File: src/hw/rtl/huf_pkg.sv
// Shared widths, command and result codes, and control types of the Huffman encoder.
package huf_pkg;

  localparam int CMD_W       = 3;
  localparam int SYM_W       = 8;
  localparam int CODE_W      = 32;
  localparam int LEN_W       = 6;
  localparam int KIND_W      = 2;
  localparam int BYTE_W      = 8;
  localparam int COUNT_OUT_W = 32;
  localparam int BUF_W       = BYTE_W + CODE_W;
  localparam int TOT_W       = 6;
  localparam int PEND_W      = 3;

  localparam logic [CMD_W-1:0] CMD_COUNT  = 3'd0;
  localparam logic [CMD_W-1:0] CMD_READ   = 3'd1;
  localparam logic [CMD_W-1:0] CMD_LOAD   = 3'd2;
  localparam logic [CMD_W-1:0] CMD_ENCODE = 3'd3;
  localparam logic [CMD_W-1:0] CMD_FLUSH  = 3'd4;

  localparam logic [KIND_W-1:0] KIND_BYTE   = 2'd0;
  localparam logic [KIND_W-1:0] KIND_COUNT  = 2'd1;
  localparam logic [KIND_W-1:0] KIND_REJECT = 2'd2;

  typedef enum logic [1:0] {
    ST_IDLE,
    ST_LOOKUP,
    ST_EXEC,
    ST_PACK
  } state_t;

  typedef struct packed {
    logic encode;
    logic flush;
    logic run;
    logic emit_ok;
  } pk_ctrl_t;

  typedef struct packed {
    logic emit;
    logic last;
    logic done;
  } pk_stat_t;

endpackage

File: src/hw/rtl/huf_packer.sv
// Bit packer: merges a code into the left-aligned accumulator and drains whole bytes.
module huf_packer (
  input  logic                        clk,
  input  logic                        rst,
  input  huf_pkg::pk_ctrl_t           ctrl,
  input  logic [huf_pkg::CODE_W-1:0]  code_word,
  input  logic [huf_pkg::LEN_W-1:0]   code_length,
  output huf_pkg::pk_stat_t           stat,
  output logic [huf_pkg::BYTE_W-1:0]  out_byte
);
  import huf_pkg::*;

  logic [BYTE_W-1:0] acc;
  logic [PEND_W-1:0] pending;
  logic [BUF_W-1:0]  lbuf;
  logic [TOT_W-1:0]  total;
  logic [CODE_W-1:0] code_left;
  logic [BUF_W-1:0]  merged;

  // left-align the code; a zero-length code shifts out entirely
  assign code_left = code_word << (LEN_W'(CODE_W) - code_length);
  // place the first code bit right after the pending bits
  assign merged    = {acc, {CODE_W{1'b0}}} | ({code_left, {BYTE_W{1'b0}}} >> pending);

  assign out_byte  = lbuf[BUF_W-1 -: BYTE_W];
  assign stat.emit = ctrl.run && (total >= TOT_W'(BYTE_W)) && ctrl.emit_ok;
  assign stat.last = total < TOT_W'(2 * BYTE_W);
  assign stat.done = ctrl.run && (total < TOT_W'(BYTE_W));

  always_ff @(posedge clk) begin
    if (rst) begin
      acc     <= '0;
      pending <= '0;
      total   <= '0;
    end else if (ctrl.encode) begin
      total <= TOT_W'(pending) + TOT_W'(code_length);
    end else if (ctrl.flush) begin
      total <= (pending != '0) ? TOT_W'(BYTE_W) : '0;
    end else if (stat.emit) begin
      total <= total - TOT_W'(BYTE_W);
    end else if (stat.done) begin
      acc     <= lbuf[BUF_W-1 -: BYTE_W];
      pending <= total[PEND_W-1:0];
    end
  end

  always_ff @(posedge clk) begin
    if (ctrl.encode) begin
      lbuf <= merged;
    end else if (ctrl.flush) begin
      lbuf <= {acc, {CODE_W{1'b0}}};
    end else if (stat.emit) begin
      lbuf <= lbuf << BYTE_W;
    end
  end

endmodule

File: config.mk
export PLATFORM = sky130hd
export DESIGN_NAME = huf_packer
export DESIGN_NICKNAME = d
export VERILOG_FILES = /design/src/hw/rtl/huf_pkg.sv /design/src/hw/rtl/huf_packer.sv
export SDC_FILE = /design/constraint.sdc
export NUM_CORES = 1
export LEC_CHECK = 0
export BUFFER_PORTS_ARGS = -buffer_cell sky130_fd_sc_hd__buf_2
export CAP_MARGIN = 20
export CORE_MARGIN = 4
export CORE_UTILIZATION = 50
export DETAILED_ROUTE_END_ITERATION = 16
export GPL_ROUTABILITY_DRIVEN = 0
export GPL_TIMING_DRIVEN = 0
export HOLD_SLACK_MARGIN = 0.06
export PLACE_DENSITY = 0.66
export REMOVE_ABC_BUFFERS = 1
export SYNTH_ARGS = -nofsm -noshare
export SYNTH_HDL_FRONTEND = slang
export SYNTH_SLANG_ARGS = --single-unit
File: constraint.sdc
create_clock -name clk -period 8.41 [get_ports clk]
set_clock_uncertainty 0.05 [all_clocks]
set_input_delay 1.682 -clock clk [delete_from_list [all_inputs] [get_ports clk]]
set_output_delay 1.682 -clock clk [all_outputs]
set_load 0.03 [all_outputs]
==> results.md <==
* Die Ht at 113.1 um
* Layout area overhead at 6.550%
* Max Freq at 0.1593 GHz
* Post-synthesis register bit count at 56
* Fin nets at 663
* DR pass1 iterations at 5
* CTS root buf: clkbuf_8
* Top delay family on crit path: buffers and inverters
* Most frequent cells in the layout: nor2_1 (67), mux2i_1 (67), nand2_1 (61), buf_2 (54), edfxtp_1 (39)
* Slew @ Worst Pin at 996.1 ps
* YS warnings at 0
* FFs w/ async S/R, synth at 0%
* Antenna Violating Nets Remaining at 0
* Post-CTS sizing at 0
* Combinational fraction of design power at 39.2%
* Gr usage total at 22.57%
* Vias in the first global route at 4,654
* Crit path largest cell delay at 740 ps
* Setup TNS at 0 ps
* Core footprint at 10,840 sq um
* Design area at 5882 sq um
* Internal power at 0.5124 mW
* CP Capture Type: register
* Non-Filler Instances at 753
* Mapped Cells at 605
* CP Cell Sequence: buf_2, clkinv_1, ha_2, xor2_2, buf_8, mux2i_1, mux2i_1, a21oi_1, a32oi_1, mux4_2, mux2_2, o21ai_1
* Clock power share at 19.6%
* Worst Hold Slack at 467.8 ps
* Mapped Avg Cell Area at 9.124 sq um
* Worst VDD drop at 0.07065 mV
* # diodes at 0
* Vias per cell at 6.481
* DR WL/cell at 18.82 um
* Buffers on Ports at 54
* Period utilization at 74.63%
* Clock transition at the registers of the reported paths at 110 ps
* CP Class: in2reg
* Power Density at 136.1 nW/um^2
* Initial antenna violation count at 0
* # clock sinks at 56
* CP required at 8530 ps
* Floorplan row count at 38
* Sw Share at 35.98%
* DIE WIDTH at 113.1 um
* Largest net degree at the start of global routing at 41
* Unrepaired setup endpoints after global routing: false
* Slew margin rel. at 33.50%
* Io pins at 55
* Post-Syn Area at 5520 sq um
* Max Slew Vio Count at 0
* Hold Buf Count CTS at 0
* Run status: finished clean
* Sequential share of power at 41.2%
* Register area share after synthesis at 27.38%
* Net Sw Power at 0.2880 mW
* CP dominant cell by count: mux2i_1
* Max H-tree Level at 2
* Initial Utilization at 50.92%
* Total gr overflow at 0
* Final setup violation count at 0
* Post-route minimum period at 6276 ps
* Final hold viol count at 0
* Vias at 4,880
* # placed instances at 743
* Worst setup SP type: input pin
* Number of enable flip-flop cells after synthesis at 39
* Crit Path Max Fanout at 34
* Post-synth cell types at 67
* Die ar. at 12,790 sq um
* Post-synth top flop: edfxtp_1
* Filler cells at 993
* Final wirelength at 14.17 mm
* HPWL after detailed placement at 10.49 mm
* Post-Place Worst Slack at 1505 ps
* WP data arrival at 6400 ps
* Drt drc at 0
* DRT iter0 DRCs at 653
* Post-layout worst setup margin at 2134 ps
* CTS buffer count at 5
* Critical-path top delay cell: clkinv_1
* Hold Path Class: reg2reg
* Share of cells above drive strength 1 at 22.02%
* Crit path buffers/inverters at 3
* DP Area at 5746 sq um
* Setup bufs post-CTS at 0
* Maximum clock path buffer count at 2
* Clock latency on the worst-skew pair at 320 ps
* CTS tree: built
* First-pass GRT wire length at 23.65 mm
* Max-cap violation count at 0
* Pleak at 2.308 nW
-- state kept, by name, summed over array words and instances, names as in the netlist --
| name | count |
|---|---|
| acc | 8 |
| pending | 3 |
| total | 6 |
| lbuf | 39 |
-- per-layer routing --
| layer | track usage, % | wire, um |
|---|---|---|
| met2 | 36.33 | 6765 |
| met1 | 32.21 | 6207 |
| met4 | 6.170 | 276 |
| met3 | 2.888 | 920 |
| met5 | 0 | 0 |
-- logic make-up (layout without fill, tap and decap cells) --
kind of cell / Yosys count / count (layout) / share of synthesized area (%)
compound gates: 143 / 143 / 18.06
xor+xnor: 6 / 6 / 1.088
fa+ha+maj: 7 / 7 / 1.723
buf+inv: 73 / 81 / 6.528
flops: 56 / 56 / 27.38
mux: 116 / 116 / 28.58
simple gates: 204 / 204 / 16.64
-- worst reg2reg max path: stages (launching register included) --
cell     delay (ps)
dfxtp_1         990
inv_2           560
mux4_2          580
and2_1          190
a221o_1         320
-- power by group through the flow --
| stage | Combinational (mW) | Sequential, mW | Clock (mW) |
|---|---|---|---|
| after floorplan | 0.208 | 0.346 | 0 |
| after global placement | 0.298 | 0.336 | 0 |
| after detailed placement | 0.308 | 0.337 | 0 |
| after CTS | 0.309 | 0.330 | 0.161 |
| after global routing | 0.342 | 0.332 | 0.175 |
| final | 0.314 | 0.330 | 0.157 |
-- Yosys cell counts (11+ instances only) --
cell type | instances | area share [%]
nand2_1 | 62 | 4.2
o221ai_1 | 17 | 2.7
edfxtp_1 | 39 | 21
nor3_1 | 28 | 2.5
dfxtp_1 | 17 | 6.2
mux2_2 | 16 | 3.3
o21ai_0 | 24 | 2.2
nand3_1 | 11 | 1.0
mux4_2 | 30 | 12
mux2i_1 | 67 | 12
nor2_1 | 68 | 4.6
buf_4 | 15 | 2.0
clkbuf_1 | 22 | 1.5
a21oi_1 | 30 | 2.7
buf_2 | 11 | 1.0
-- final cells by class --
type                       count  area, sq um  area share [%]
clock buffer                   5        68.82           1.170
clock inverter                 3        25.02          0.4254
inverter                      13        48.80          0.8296
multi-input combinational    476         3670           62.39
sequential                    56         1511           25.70
tap                          140        175.2           2.978
timing repair buffer          60        382.9           6.509
-- stage by stage --
stage          total power [mW]  utilization, %
4_1_cts                  0.8003           53.87
2_1_floorplan            0.5541               -
6_report                 0.8004           54.26
5_1_grt                  0.8492           54.26
3_3_place_gp             0.6347           52.16
3_5_place_dp             0.6448           53.00
-- final timing paths --
| path | start | to | slack [ps] | cells after the start |
|---|---|---|---|---|
| worst min register to register | acc[6]$_SDFFE_PP0P_ | acc[6]$_SDFFE_PP0P_ | 470 | 2 |
| worst min-delay path | acc[6]$_SDFFE_PP0P_ | acc[6]$_SDFFE_PP0P_ | 470 | 2 |
| worst max register to register | pending[0]$_SDFFE_PP0P_ | lbuf[15]$_DFFE_PP_ | 5470 | 4 |
| worst max-delay path | code_length[0] | lbuf[33]$_DFFE_PP_ | 2130 | 12 |
(Power assumes the default switching activity.)
